===== src/sv/frx_pkg.sv =====
`timescale 1ns / 1ps
// ----------------------------------------------------------------------------
// Framed packet receiver package
// Shared types and constants: parse phases, status codes, header and footer
// words, and the result word passed between the parser and the output stage.
// ----------------------------------------------------------------------------
package frx_pkg;

    localparam logic [15:0] HEADER_WORD = 16'hCDAB;
    localparam logic [15:0] FOOTER_WORD = 16'hBADC;

    localparam logic [7:0] MAX_PAYLOAD_RESET = 8'd255;

    typedef enum logic [2:0] {
        PH_HDR0 = 3'd0,
        PH_HDR1 = 3'd1,
        PH_LEN  = 3'd2,
        PH_DATA = 3'd3,
        PH_CHK  = 3'd4,
        PH_FTR0 = 3'd5,
        PH_FTR1 = 3'd6
    } phase_t;

    localparam logic [2:0] ST_OK     = 3'd0;
    localparam logic [2:0] ST_CHECK  = 3'd1;
    localparam logic [2:0] ST_HEADER = 3'd2;
    localparam logic [2:0] ST_LONG   = 3'd3;
    localparam logic [2:0] ST_FOOTER = 3'd4;
    localparam logic [2:0] ST_EMPTY  = 3'd5;

    localparam logic KIND_PAYLOAD = 1'b0;
    localparam logic KIND_STATUS  = 1'b1;

    typedef struct packed {
        logic       kind;
        logic [7:0] payload_byte;
        logic [2:0] frame_status;
        logic [7:0] frame_length;
    } res_t;

endpackage


===== src/sv/frx_rx_if.sv =====
`timescale 1ns / 1ps
// ----------------------------------------------------------------------------
// Receive byte channel
// Valid/ready channel carrying one received byte per word.
// ----------------------------------------------------------------------------
interface frx_rx_if;
    logic       valid;
    logic       ready;
    logic [7:0] rx_byte;

    modport source (output valid, output rx_byte, input ready);
    modport sink   (input valid, input rx_byte, output ready);
endinterface


===== src/sv/frx_res_if.sv =====
`timescale 1ns / 1ps
// ----------------------------------------------------------------------------
// Result channel
// Valid/ready channel carrying payload bytes and frame status words.
// ----------------------------------------------------------------------------
interface frx_res_if;
    logic       valid;
    logic       ready;
    logic       kind;
    logic [7:0] payload_byte;
    logic [2:0] frame_status;
    logic [7:0] frame_length;

    modport source (output valid, output kind, output payload_byte,
                    output frame_status, output frame_length, input ready);
    modport sink   (input valid, input kind, input payload_byte,
                    input frame_status, input frame_length, output ready);
endinterface


===== src/sv/frx_cfg_if.sv =====
`timescale 1ns / 1ps
// ----------------------------------------------------------------------------
// Configuration write channel
// Valid/ready channel writing the max_payload register.
// ----------------------------------------------------------------------------
interface frx_cfg_if;
    logic       valid;
    logic       ready;
    logic [7:0] max_payload;

    modport source (output valid, output max_payload, input ready);
    modport sink   (input valid, input max_payload, output ready);
endinterface


===== src/sv/frx_in_stage.sv =====
`timescale 1ns / 1ps
// ----------------------------------------------------------------------------
// Framed packet receiver input stage
// Registers one received byte and hands it to the parser when the output
// stage has room.
// ----------------------------------------------------------------------------
module frx_in_stage (
    input  logic          clk,
    input  logic          rst_n,
    frx_rx_if.sink        rx,
    input  logic          out_free,
    output logic          step,
    output logic [7:0]    byte_q
);

    logic       valid_reg;
    logic       valid_next;
    logic [7:0] byte_reg;
    logic       load;

    assign step     = valid_reg && out_free;
    assign rx.ready = !valid_reg || step;
    assign load     = rx.valid && rx.ready;
    assign byte_q   = byte_reg;

    always_comb
    begin
        valid_next = valid_reg;
        if (load)
        begin
            valid_next = 1'b1;
        end
        else if (step)
        begin
            valid_next = 1'b0;
        end
    end

    always_ff @(posedge clk or negedge rst_n)
    begin
        if (!rst_n)
        begin
            valid_reg <= 1'b0;
        end
        else
        begin
            valid_reg <= valid_next;
        end
    end

    always_ff @(posedge clk)
    begin
        if (load)
        begin
            byte_reg <= rx.rx_byte;
        end
    end

endmodule


===== src/sv/frx_parser.sv =====
`timescale 1ns / 1ps
// ----------------------------------------------------------------------------
// Framed packet receiver parser
// Phase state machine: header pair, length, payload with running XOR,
// check byte, footer pair and the closing status.
// ----------------------------------------------------------------------------
module frx_parser (
    input  logic               clk,
    input  logic               rst_n,
    input  logic               step,
    input  logic [7:0]         rx_byte,
    input  logic [7:0]         max_payload,
    output logic               emit,
    output frx_pkg::res_t      res
);

    frx_pkg::phase_t phase_reg;
    frx_pkg::phase_t phase_next;
    logic [7:0]      pair_reg;
    logic [7:0]      pair_next;
    logic [7:0]      length_reg;
    logic [7:0]      length_next;
    logic [7:0]      seen_reg;
    logic [7:0]      seen_next;
    logic [7:0]      xor_reg;
    logic [7:0]      xor_next;
    logic [7:0]      check_reg;
    logic [7:0]      check_next;
    logic [15:0]     pair_word;
    logic [7:0]      seen_inc;

    assign pair_word = {rx_byte, pair_reg};
    assign seen_inc  = seen_reg + 8'd1;

    // Next state
    always_comb
    begin
        phase_next  = phase_reg;
        pair_next   = pair_reg;
        length_next = length_reg;
        seen_next   = seen_reg;
        xor_next    = xor_reg;
        check_next  = check_reg;
        case (phase_reg)
            frx_pkg::PH_HDR1:
            begin
                if (pair_word != frx_pkg::HEADER_WORD)
                begin
                    phase_next = frx_pkg::PH_HDR0;
                end
                else
                begin
                    phase_next = frx_pkg::PH_LEN;
                end
            end
            frx_pkg::PH_LEN:
            begin
                length_next = rx_byte;
                seen_next   = 8'd0;
                xor_next    = 8'd0;
                if (rx_byte > max_payload)
                begin
                    phase_next = frx_pkg::PH_HDR0;
                end
                else if (rx_byte == 8'd0)
                begin
                    phase_next = frx_pkg::PH_CHK;
                end
                else
                begin
                    phase_next = frx_pkg::PH_DATA;
                end
            end
            frx_pkg::PH_DATA:
            begin
                xor_next  = xor_reg ^ rx_byte;
                seen_next = seen_inc;
                if (seen_inc >= length_reg)
                begin
                    phase_next = frx_pkg::PH_CHK;
                end
            end
            frx_pkg::PH_CHK:
            begin
                check_next = rx_byte;
                phase_next = frx_pkg::PH_FTR0;
            end
            frx_pkg::PH_FTR0:
            begin
                pair_next  = rx_byte;
                phase_next = frx_pkg::PH_FTR1;
            end
            frx_pkg::PH_FTR1:
            begin
                phase_next = frx_pkg::PH_HDR0;
            end
            default:
            begin
                // first header byte, also taken for the unused phase code
                pair_next  = rx_byte;
                phase_next = frx_pkg::PH_HDR1;
            end
        endcase
    end

    // Outputs
    always_comb
    begin
        emit             = 1'b0;
        res.kind         = frx_pkg::KIND_STATUS;
        res.payload_byte = 8'd0;
        res.frame_status = frx_pkg::ST_OK;
        res.frame_length = 8'd0;
        case (phase_reg)
            frx_pkg::PH_HDR1:
            begin
                if (pair_word != frx_pkg::HEADER_WORD)
                begin
                    emit             = 1'b1;
                    res.frame_status = frx_pkg::ST_HEADER;
                end
            end
            frx_pkg::PH_LEN:
            begin
                if (rx_byte > max_payload)
                begin
                    emit             = 1'b1;
                    res.frame_status = frx_pkg::ST_LONG;
                    res.frame_length = rx_byte;
                end
            end
            frx_pkg::PH_DATA:
            begin
                emit             = 1'b1;
                res.kind         = frx_pkg::KIND_PAYLOAD;
                res.payload_byte = rx_byte;
            end
            frx_pkg::PH_FTR1:
            begin
                emit = 1'b1;
                if (pair_word != frx_pkg::FOOTER_WORD)
                begin
                    res.frame_status = frx_pkg::ST_FOOTER;
                    res.frame_length = length_reg;
                end
                else if (length_reg == 8'd0)
                begin
                    res.frame_status = frx_pkg::ST_EMPTY;
                end
                else if (xor_reg != check_reg)
                begin
                    res.frame_status = frx_pkg::ST_CHECK;
                    res.frame_length = length_reg;
                end
                else
                begin
                    res.frame_status = frx_pkg::ST_OK;
                    res.frame_length = length_reg;
                end
            end
            default:
            begin
                emit = 1'b0;
            end
        endcase
    end

    always_ff @(posedge clk or negedge rst_n)
    begin
        if (!rst_n)
        begin
            phase_reg  <= frx_pkg::PH_HDR0;
            pair_reg   <= 8'd0;
            length_reg <= 8'd0;
            seen_reg   <= 8'd0;
            xor_reg    <= 8'd0;
            check_reg  <= 8'd0;
        end
        else if (step)
        begin
            phase_reg  <= phase_next;
            pair_reg   <= pair_next;
            length_reg <= length_next;
            seen_reg   <= seen_next;
            xor_reg    <= xor_next;
            check_reg  <= check_next;
        end
    end

    a_payload_only_in_data: assert property (@(posedge clk) disable iff (!rst_n)
        (emit && res.kind == frx_pkg::KIND_PAYLOAD) |-> phase_reg == frx_pkg::PH_DATA)
        else $error("payload word outside the data phase");

    a_footer_restarts_hunt: assert property (@(posedge clk) disable iff (!rst_n)
        (step && phase_reg == frx_pkg::PH_FTR1) |=> phase_reg == frx_pkg::PH_HDR0)
        else $error("hunt did not restart after footer");

    a_long_reported: assert property (@(posedge clk) disable iff (!rst_n)
        (step && phase_reg == frx_pkg::PH_LEN && rx_byte > max_payload)
        |-> (emit && res.frame_status == frx_pkg::ST_LONG && res.frame_length == rx_byte))
        else $error("oversize length not reported");

    a_data_count_bounded: assert property (@(posedge clk) disable iff (!rst_n)
        (phase_reg == frx_pkg::PH_DATA) |-> (seen_reg < length_reg))
        else $error("payload count ran past the length");

endmodule


===== src/sv/frx_out_stage.sv =====
`timescale 1ns / 1ps
// ----------------------------------------------------------------------------
// Framed packet receiver output stage
// Result register in front of the result channel; takes a new word in the
// same cycle that the held one is taken.
// ----------------------------------------------------------------------------
module frx_out_stage (
    input  logic           clk,
    input  logic           rst_n,
    input  logic           step,
    input  logic           emit,
    input  frx_pkg::res_t  res,
    output logic           out_free,
    frx_res_if.source      out
);

    logic          valid_reg;
    logic          valid_next;
    frx_pkg::res_t res_reg;
    logic          load;

    assign out_free = !valid_reg || out.ready;
    assign load     = step && emit;

    assign out.valid        = valid_reg;
    assign out.kind         = res_reg.kind;
    assign out.payload_byte = res_reg.payload_byte;
    assign out.frame_status = res_reg.frame_status;
    assign out.frame_length = res_reg.frame_length;

    always_comb
    begin
        valid_next = valid_reg;
        if (load)
        begin
            valid_next = 1'b1;
        end
        else if (out.ready)
        begin
            valid_next = 1'b0;
        end
    end

    always_ff @(posedge clk or negedge rst_n)
    begin
        if (!rst_n)
        begin
            valid_reg <= 1'b0;
        end
        else
        begin
            valid_reg <= valid_next;
        end
    end

    always_ff @(posedge clk)
    begin
        if (load)
        begin
            res_reg <= res;
        end
    end

endmodule


===== src/sv/framed_packet_receiver.sv =====
`timescale 1ns / 1ps
// ----------------------------------------------------------------------------
// Framed packet receiver
// Deframes AB CD / length / payload / check / DC BA frames from a byte stream.
// ----------------------------------------------------------------------------
// Takes one byte per clock on rx and can keep that rate indefinitely as long
// as res is drained. Each byte is held in the input register, is parsed in
// a single pass, and any result lands in the result register, which drives
// res. Payload bytes come out as they arrive (kind 0); after the footer pair
// one status word follows (kind 1). A bad header pair or an oversize length
// is reported at once and the header hunt restarts. Write max_payload through
// cfg only while the block is idle; it applies from the next length byte.
module framed_packet_receiver (
    input  logic       clk,
    input  logic       rst_n,
    frx_rx_if.sink     rx,
    frx_res_if.source  res,
    frx_cfg_if.sink    cfg
);

    logic          step;
    logic [7:0]    byte_q;
    logic          out_free;
    logic          emit;
    frx_pkg::res_t parse_res;
    logic [7:0]    max_payload_reg;

    assign cfg.ready = 1'b1;

    always_ff @(posedge clk or negedge rst_n)
    begin
        if (!rst_n)
        begin
            max_payload_reg <= frx_pkg::MAX_PAYLOAD_RESET;
        end
        else if (cfg.valid && cfg.ready)
        begin
            max_payload_reg <= cfg.max_payload;
        end
    end

    frx_in_stage u_in_stage (
        .clk      (clk),
        .rst_n    (rst_n),
        .rx       (rx),
        .out_free (out_free),
        .step     (step),
        .byte_q   (byte_q)
    );

    frx_parser u_parser (
        .clk         (clk),
        .rst_n       (rst_n),
        .step        (step),
        .rx_byte     (byte_q),
        .max_payload (max_payload_reg),
        .emit        (emit),
        .res         (parse_res)
    );

    frx_out_stage u_out_stage (
        .clk      (clk),
        .rst_n    (rst_n),
        .step     (step),
        .emit     (emit),
        .res      (parse_res),
        .out_free (out_free),
        .out      (res)
    );

endmodule


===== src/flat_wrapper.sv =====
// flat-port wrapper written by rule: the top's interface ports become plain ports
module framed_packet_receiver_flat 
  (clk, rst_n, rx_valid, rx_rx_byte, rx_ready, res_valid, res_kind, res_payload_byte, res_frame_status, res_frame_length, res_ready, cfg_valid, cfg_max_payload, cfg_ready);
  frx_rx_if rx_i ();
  frx_res_if res_i ();
  frx_cfg_if cfg_i ();
  input  logic clk;
  input  logic rst_n;
  input wire logic [$bits(rx_i.valid)-1:0] rx_valid;
  input wire logic [$bits(rx_i.rx_byte)-1:0] rx_rx_byte;
  output wire logic [$bits(rx_i.ready)-1:0] rx_ready;
  output wire logic [$bits(res_i.valid)-1:0] res_valid;
  output wire logic [$bits(res_i.kind)-1:0] res_kind;
  output wire logic [$bits(res_i.payload_byte)-1:0] res_payload_byte;
  output wire logic [$bits(res_i.frame_status)-1:0] res_frame_status;
  output wire logic [$bits(res_i.frame_length)-1:0] res_frame_length;
  input wire logic [$bits(res_i.ready)-1:0] res_ready;
  input wire logic [$bits(cfg_i.valid)-1:0] cfg_valid;
  input wire logic [$bits(cfg_i.max_payload)-1:0] cfg_max_payload;
  output wire logic [$bits(cfg_i.ready)-1:0] cfg_ready;
  assign rx_i.valid = rx_valid;
  assign rx_i.rx_byte = rx_rx_byte;
  assign rx_ready = rx_i.ready;
  assign res_valid = res_i.valid;
  assign res_kind = res_i.kind;
  assign res_payload_byte = res_i.payload_byte;
  assign res_frame_status = res_i.frame_status;
  assign res_frame_length = res_i.frame_length;
  assign res_i.ready = res_ready;
  assign cfg_i.valid = cfg_valid;
  assign cfg_i.max_payload = cfg_max_payload;
  assign cfg_ready = cfg_i.ready;
  framed_packet_receiver u_core (.clk(clk), .rst_n(rst_n), .rx(rx_i), .res(res_i), .cfg(cfg_i));
endmodule

===== config.mk =====
export PLATFORM = sky130hd
export DESIGN_NAME = framed_packet_receiver_flat
export DESIGN_NICKNAME = d
export VERILOG_FILES = /design/src/sv/frx_pkg.sv /design/src/sv/frx_rx_if.sv /design/src/sv/frx_res_if.sv /design/src/sv/frx_cfg_if.sv /design/src/sv/frx_in_stage.sv /design/src/sv/frx_parser.sv /design/src/sv/frx_out_stage.sv /design/src/sv/framed_packet_receiver.sv /design/src/flat_wrapper.sv
export SDC_FILE = /design/constraint.sdc
export NUM_CORES = 1
export LEC_CHECK = 0
export BUFFER_PORTS_ARGS = -buffer_cell sky130_fd_sc_hd__buf_4
export CAP_MARGIN = 20
export CORE_ASPECT_RATIO = 0.75
export CORE_UTILIZATION = 50
export CTS_CLUSTER_SIZE = 12
export DETAILED_ROUTE_END_ITERATION = 6
export PLACE_DENSITY = 0.79
export SYNTH_ARGS = -nofsm -noshare
export SYNTH_HDL_FRONTEND = slang
export SYNTH_SLANG_ARGS = --single-unit

===== constraint.sdc =====
create_clock -name clk -period 3.2 [get_ports clk]
set_clock_uncertainty 0.15 [all_clocks]
set_input_delay 0.16 -clock clk [delete_from_list [all_inputs] [get_ports clk]]
set_output_delay 0.16 -clock clk [all_outputs]
set_load 0.1 [all_outputs]

[Yosys cells after proc, flatten, opt, wreduce, memory -nomap -nowiden]
Cells that the tools add are included.
Cells by class
  $add $sub $neg: 1
  $lt $le $gt $ge: 2
  equality and inequality tests: 10
  muxes and demuxes: 23
  bitwise operators: 2
  reductions and logical operators: 19
Operator list (number)
  $pmux W8 S2: 3
  $ne A16 B16 Y1 const B: 2
  $mux W9: 2
  $pmux W3 S6: 1
  $logic_not A8 Y1: 2
  $mux W3: 4
  $mux W11: 1
  $mux W10: 1
  $reduce_and A2 Y1: 5
  $eq A3 B3 Y1 const B: 3
  $pmux W3 S3: 1
  $add A8 B1 Y8 const B: 1
  $ge A8 B8 Y1: 1
  $gt A8 B8 Y1: 1
  $mux W8: 1
  $ne A8 B8 Y1: 1
  $xor A8 B8 Y8: 1
  $eq A3 B2 Y1 const B: 2
  $mux W1: 6
  $reduce_bool A2 Y1: 3
  $reduce_or A5 Y1: 1
  $mux W2: 2
  $eq A3 B1 Y1 const B: 1
  $logic_and A1 B1 Y1: 3
  6 further kinds: 8
Word-level totals
  bits in registers: 81
  input port bits: 21
  word-level logic and storage cells: 71

[Logic depth before layout (Yosys ltp)]
Gate-level depths: netlist of the first run.
  word-level depth: 6
  mapped depth: 10
  gate-level depth less buffers: 10

[Hierarchy]
A second synthesis of the first run with hierarchy kept.
Second synthesis, totals
  cells, all modules: 368
  area total of the unflattened synthesis: 4113.9 sq um
Modules (own cells, without submodules)
  frx_parser: times used 1, cells an instance 311, area each 2807.7 sq um, sequential area each 1076.0 sq um
  frx_out_stage: times used 1, cells an instance 25, area each 653.1 sq um, sequential area each 625.6 sq um
  framed_packet_receiver: times used 1, cells an instance 19, area each 352.8 sq um, sequential area each 210.2 sq um
  frx_in_stage: times used 1, cells an instance 13, area each 300.3 sq um, sequential area each 265.3 sq um

[Worst setup path after synthesis of the first run]
No wires, ideal clock.
  path kind: reg2reg
  start: register u_core.u_out_stage.valid_reg (netlist: u_core.u_out_stage.out.valid)
  end: register u_core.u_in_stage.byte_reg[0] (netlist: u_core.u_in_stage.byte_q[0]), enable pin
  library setup time: 0.282 ns
  data arrival time: 2.521 ns
  required time: 2.768 ns
  path slack: 0.248 ns
  stages on the path, launching flop included: 3
  buffers on the path: 0
  cell sequence: dfrtp_1 -> nand3b_1 -> and2_1
Between the ends
  longest elaborated chain between the ends: 5
Ends and longest elaborated chain
  start, declared: RTL line frx_out_stage.sv:17  | logic valid_reg;
  start signal, assigned: RTL line frx_out_stage.sv:52  | valid_reg <= valid_next;
  $logic_not A1 Y1: RTL line frx_out_stage.sv:22  | assign out_free = !valid_reg || out.ready;
  $logic_or A1 B1 Y1: RTL line frx_out_stage.sv:22
  $logic_and A1 B1 Y1: RTL line frx_in_stage.sv:21  | assign step = valid_reg && out_free;
  $logic_or A1 B1 Y1: RTL line frx_in_stage.sv:22  | assign rx.ready = !valid_reg || step;
  net rx_ready: RTL line flat_wrapper.sv:11  | output wire logic [$bits(rx_i.ready)-1:0] rx_ready;
  $logic_and A1 B1 Y1: RTL line frx_in_stage.sv:23  | assign load = rx.valid && rx.ready;
  net u_core.u_in_stage.load: RTL line frx_in_stage.sv:19  | logic load;
  end signal, assigned: RTL line frx_in_stage.sv:55  | byte_reg <= rx.rx_byte;
  end, declared: RTL line frx_in_stage.sv:18  | logic [7:0] byte_reg;
The timed path passes the listed nets, and every way through them passes these cells.
A chain may end at the register's enable or synchronous reset.

[Final worst setup path of the first run]
  start: register u_core.u_in_stage.byte_reg[5] (netlist: u_core.u_in_stage.byte_q[5])
  end: register u_core.u_out_stage.res_reg, in the netlist u_core.u_out_stage.out.frame_length[6], enable pin
Between the ends
  longest elaborated chain between the ends: 4
  elaborated cells on any way between the ends: 6
  classes of those cells: 1 x order compare; 1 x eq/ne; 3 x mux; 1 x reduce/logical
Ends and longest elaborated chain
  $gt A8 B8 Y1 / $ne A16 B16 Y1 (equally long branches): RTL line frx_parser.sv:125, frx_parser.sv:117
  $mux W1 (on tied branches): RTL line frx_parser.sv:125, frx_parser.sv:117
  $pmux W1 S3 (*): RTL line frx_parser.sv:114  | case (phase_reg)
  $logic_and A1 B1 Y1 (*): RTL line frx_out_stage.sv:23  | assign load = step && emit;
  net u_core.u_out_stage.load: RTL line frx_out_stage.sv:20  | logic load;
  end signal, assigned: RTL line frx_out_stage.sv:60  | res_reg <= res;
  end, declared: RTL line frx_out_stage.sv:19  | frx_pkg::res_t res_reg;
Mark *: on every way through the listed nets, which the timed path passes. The rest lies on a longest branch.

==> flow_summary.json, run 1 <==
{
  "diodes": 0,
  "dr.pass1.iters": 5,
  "comb_power_share": 0.446,
  "io_pins": 44,
  "p_seq_frac": 0.389,
  "clk_pin_slew_ns": 0.08,
  "tightest_slew_ns": 0.7171,
  "endpoint_kind": "flip-flop",
  "overflow": 0,
  "hpwl_mm": 6.324,
  "yosys.area_share.simple": 0.1395,
  "yosysSeqAreaShare": 0.5380,
  "grt_pass1_vias": 2984,
  "syn_area_mm2": 0.004046,
  "drv_cap": 0,
  "fmax_mhz": 366.1,
  "cts_hold_buf": 33,
  "setup_viol": 0,
  "synth_cell_types": 53,
  "area_delta_synth_final_pct": 23.53,
  "fp.dieW_um": 105.9,
  "async_flop_share": 0.6543,
  "vias_per_cell": 5.729,
  "grt_max_degree": 54,
  "leakage_uw": 0.002136,
  "synth_nets": 397,
  "drc": 0,
  "antenna_found_initial": 0,
  "numCtsBuffers": 9,
  "synthFlopType": "dfrtp_1",
  "yosysTopAreaCell": "dfrtp_1",
  "fin_crit_sh": 0.8535,
  "postCtsSetupBuffers": 0,
  "critPathMaxFanout": 20,
  "wl_per_cell_um": 16.80,
  "initialDrtViolationCount": 260,
  "cp.arrival_ns": 2.62,
  "h-tree-depth": 3,
  "finalSetupTns_ns": 0,
  "synth_top_family_by_area": "simple AND/OR/NAND/NOR gates",
  "synth_fa_ha_area_frac": 0.05257,
  "relSlewSlack": 0.5096,
  "drt-total-wl_mm": 9.123,
  "num_vias": 3111,
  "cts_sinks": 81,
  "ys_warn_count": 0,
  "clkPwrFrac": 0.165,
  "grt.total_usage": 0.2369,
  "coreArea_mm2": 0.007848,
  "worstHoldPathType": "in -> reg",
  "placed_area_mm2": 0.004463,
  "status": "finished, final reports clean",
  "layout-drive-gt1-share": 0.2260,
  "clock_latency_ns": 0.35,
  "port_buffers": 42,
  "synth_compound_area_frac": 0.1302,
  "die-area_mm2": 0.008460,
  "post_cts_resized": 0,
  "slew_viol_final": 0,
  "synth_area_leaders": "dfrtp_1, edfxtp_1, ha_1",
  "p_switching_uw": 2027,
  "grt_pass1_wl_mm": 15.07,
  "clock-root-buffer": "clkbuf_8",
  "ctsLongestPathBuffers": 2,
  "synth-seq-cells": 81,
  "start_util": 0.5156,
  "ant_nets": 0,
  "synth_xor_area_frac": 0.03030,
  "gp_congestion": 0.9541,
  "syn_inst": 359,
  "rsz0062_at_grt": "no",
  "avgSynthCellArea_um2": 11.27,
  "synth_edf_count": 28,
  "criticalPathCategory": "reg -> reg",
  "fin_area_mm2": 0.004999,
  "fp.dieH_um": 79.91,
  "hold_viol": 0,
  "tritoncts": "yes",
  "worstSetupStartpointType": "flip-flop",
  "powerDensity_mw_per_mm2": 911.2,
  "synth.top_cell.area_share": 0.2783,
  "p_sw_frac": 0.4450,
  "synth_mux_area_frac": 0.06957,
  "required_ns": 3.09,
  "internal-power_uw": 2528,
  "min_period_ns": 2.731,
  "nets": 471,
  "fp-row-count": 28,
  "irDropWorstVdd_mv": 0.5793
}
worst paths after layout:
kind	start	end	slack, ns	cells past startpoint
min in group asynchronous	rst_n	u_core.u_parser.seen_reg[6]	0.23	2
max	u_core.u_in_stage.byte_q[5]	u_core.u_out_stage.out.frame_length[6]	0.47	7
max reg2reg	u_core.u_in_stage.byte_q[5]	u_core.u_out_stage.out.frame_length[6]	0.47	7
min reg2reg	u_core.u_parser.check_reg[0]	u_core.u_parser.check_reg[0]	0.37	2
min	cfg_valid	u_core.max_payload_reg[0]	0.03	2
max in group asynchronous	rst_n	u_core.u_parser.length_reg[0]	2.22	2
per-layer routing:
layer | track usage | vias to the layer above | part of all wire
li1 | - | 1453 | -
met1 | 0.3282 | 1491 | 0.46
met2 | 0.3569 | 148 | 0.44
met3 | 0.07918 | 19 | 0.081
met4 | 0.06250 | 0 | 0.014
met5 | 0 | - | 0
synth_stat cells (5+ instances only):
cell,count
dfrtp_1,45
nand2_1,36
edfxtp_1,28
ha_1,17
inv_1,17
mux2_2,17
nor2_1,17
a21oi_1,13
clkbuf_1,12
o21ai_0,12
o21ai_1,11
xor2_1,11
o211ai_1,9
a22o_1,8
and3_1,8
dfstp_2,8
mux2_1,8
a32o_1,7
nand3_1,7
buf_2,6
nor2b_1,5
nor4_1,5
power groups by stage:
| stage | Sequential [uW] | Clock [uW] | Combinational (uW) |
|---|---|---|---|
| after floorplan | 2300 | 0 | 972 |
| after global placement | 1770 | 0 | 1940 |
| after detailed placement | 1780 | 0 | 1970 |
| after CTS | 1760 | 768 | 2020 |
| after global routing | 1810 | 815 | 2180 |
| final | 1770 | 752 | 2030 |
critical path, stage by stage (launching register included):
cell and delay [ns]:
edfxtp_1 0.58, ha_1 0.39, a21oi_1 0.07, o21ai_0 0.27, and2_1 0.41, nor4_1 0.12
nor2_1 0.16, buf_4 0.28
cells by family after synthesis:
family          after synthesis
other cells                   1
buf+inv                      38
fa+ha+maj                    17
mux                          25
xor+xnor                     14
simple gates                106
compound gates               77
flops                        81
area by class of cell:
cell class	count	area (um2)
fill	588	2849
sequential	81	2177
multi-input combinational	240	1712
timing repair buffer	83	705.7
clock buffer	10	137.6
tap	105	131.4
clock inverter	6	67.56
inverter	18	67.56
through the flow:
stage                     hold slack [ns]  total power (uW)  instances    util  setup WS (ns)
after detailed placement           0.1065              3758        494  0.5687         0.5907
after global routing              0.03333              4812        543  0.6370         0.3479
after CTS                        0.001683              4551        543  0.6370         0.5443
after global placement            0.09446              3707        494  0.5687         0.6501
after floorplan                   -0.2856              3270        359       -         0.2475
final                             0.03402              4555        543  0.6370         0.4687
cell usage in the layout (no fill, tap or decap), types with 8 or more instances in the layout:
master / count
dlygate4sd3_1: 33
a22o_1: 8
edfxtp_1: 28
o211ai_1: 9
a21oi_1: 13
xor2_1: 11
nand2_1: 36
o21ai_1: 11
dfrtp_1: 45
and3_1: 8
inv_1: 17
mux2_2: 17
dfstp_2: 8
buf_4: 50
mux2_1: 8
o21ai_0: 12
clkbuf_8: 10
nor2_1: 17
ha_1: 17
Power figures use the tool's default switching activity.
==> inputs of run 2 (changes only) <==
- SETUP_SLACK_MARGIN: not set -> 0.5
==> run 2 against run 1 <==
Net effect:
- register-to-register slack better by 0.17 ns
- first-iteration DRC count down 16%
- critical path depth unchanged
- clock-buffer cell count unchanged
- die area unchanged
- core utilization down 0.38 points
- global-route usage up 1.1 points
- maximum frequency up 6.8%
- power down 1.4%
- sequential share of layout area up 0.29 points
- critical endpoint is now u_core.u_out_stage.out.kind
- largest cell class unchanged
- highest routed layer unchanged
==> flow_summary.json, run 2 (same netlist as run 1, synthesis figures left out) <==
{
  "criticalPathCategory": "reg -> reg",
  "initialDrtViolationCount": 218,
  "diodes": 0,
  "port_buffers": 42,
  "vias_per_cell": 5.895,
  "h-tree-depth": 3,
  "powerDensity_mw_per_mm2": 903.7,
  "slew_viol_final": 0,
  "start_util": 0.5156,
  "required_ns": 3.16,
  "grt.total_usage": 0.2483,
  "final_cell_mix": "buf_4, dfrtp_1, nand2_1",
  "worst-r2r-setup-slack_ns": 0.64,
  "numCtsBuffers": 9,
  "finalSetupTns_ns": 0,
  "overflow": 0,
  "gp_congestion": 0.8896,
  "setup_viol": 0,
  "ant_nets": 0,
  "tightest_slew_ns": 0.7179,
  "antenna_found_initial": 0,
  "dr.pass1.iters": 5,
  "grt_pass1_wl_mm": 15.60,
  "status": "finished, final reports clean",
  "cts_sinks": 81,
  "crit_end": "u_core.u_out_stage.out.kind",
  "r2r-start": "u_core.u_in_stage.byte_q[3]",
  "fp-row-count": 28,
  "grt_max_degree": 54,
  "drt-total-wl_mm": 9.583,
  "endpoint_kind": "flip-flop",
  "wl_per_cell_um": 17.65,
  "holdWs_ns": 0.02770,
  "fmax_mhz": 391.1,
  "rr_endpoint": "u_core.u_out_stage.out.kind",
  "worstSetupStartpointType": "flip-flop",
  "io_pins": 44,
  "critPathLaunch": "u_core.u_in_stage.byte_q[3]",
  "layout-drive-gt1-share": 0.2306,
  "drv_cap": 0,
  "die-area_mm2": 0.008460,
  "worst_slack_ns": 0.6432,
  "num_vias": 3201,
  "fin_crit_sh": 0.7990,
  "worstHoldPathType": "in -> reg",
  "nets": 471,
  "fp.dieH_um": 79.91,
  "hpwl_mm": 6.546,
  "post-place-ws_ns": 0.5839,
  "coreArea_mm2": 0.007848,
  "leakage_uw": 0.002114,
  "rsz0062_at_grt": "no",
  "area_delta_synth_final_pct": 22.79,
  "clock-root-buffer": "clkbuf_8",
  "clock_latency_ns": 0.36,
  "cp.arrival_ns": 2.51,
  "relSlewSlack": 0.5090,
  "clk_pin_slew_ns": 0.08,
  "final_common_cell": "buf_4",
  "min_period_ns": 2.557,
  "ctsLongestPathBuffers": 2,
  "fp.dieW_um": 105.9,
  "tritoncts": "yes",
  "grt_pass1_vias": 3036,
  "critPathMaxFanout": 20,
  "hold_viol": 0,
  "irDropWorstVdd_mv": 0.6321,
  "r2r_cells": 7,
  "drc": 0
}
[run 2: how the worst min path moves through the flow]
stage | startpoint | end | slack [ns] | depth (start not counted)
2_1_floorplan | rst_n | u_core.u_in_stage.valid_reg | -0.29 | 0
3_3_place_gp | rst_n | u_core.u_in_stage.valid_reg | 0.1 | 1
3_5_place_dp | rst_n | u_core.u_out_stage.out.valid | 0.1 | 1
4_1_cts | cfg_valid | u_core.max_payload_reg[0] | 0.003 | 2
5_1_grt | cfg_valid | u_core.max_payload_reg[0] | 0.02 | 2
6_report | cfg_valid | u_core.max_payload_reg[0] | 0.03 | 2
[run 2: cell type report]
cell class,instances,area (um2)
fillers,619,2879
multi-input cells,240,1722
well taps,105,131.4
clock buffers,10,127.6
clock inverters,6,36.28
inverters,18,67.56
flip-flops and latches,81,2178
repair buffers,83,705.7
[run 2: critical path: stages, from the launching register on]
cell and delay [ns]:
edfxtp_1 0.59, ha_1 0.40, and4_1 0.22, nand2_1 0.07
and2_2 0.25, nor4_2 0.34, nor2_2 0.05, buf_4 0.22
[run 2: where the power goes]
part | leakage, uW | internal (uW) | switching (uW) | total (uW)
Combinational | 0.00113 | 676 | 1380 | 2050
Clock | 0.0000757 | 276 | 368 | 645
Sequential | 0.000905 | 1470 | 319 | 1790
Total | 0.00211 | 2430 | 2060 | 4490
[run 2: timing repair]
item                                    in CTS  in global routing
endpoints found under the hold margin       62                  0
setup buffers                                0                  0
hold buffers                                33                  0
endpoints found under the setup margin       0                 20
gates resized for setup                      0                  2
[run 2: metrics by stage]
step	area (um2)	utilization	power, uW	instances
after floorplan	4050	-	3274	359
after detailed placement	4467	0.5692	3786	494
final	4969	0.6331	4490	543
after global routing	4969	0.6331	4726	543
after global placement	4467	0.5692	3723	494
after CTS	4961	0.6322	4462	543
[run 2: per-layer routing]
metal	wire [um]	GRT usage	vias to the layer above
met3	862	0.07592	27
met2	4210	0.3732	182
met1	4211	0.3333	1537
li1	-	-	1455
met5	0	0	-
met4	297	0.1069	0
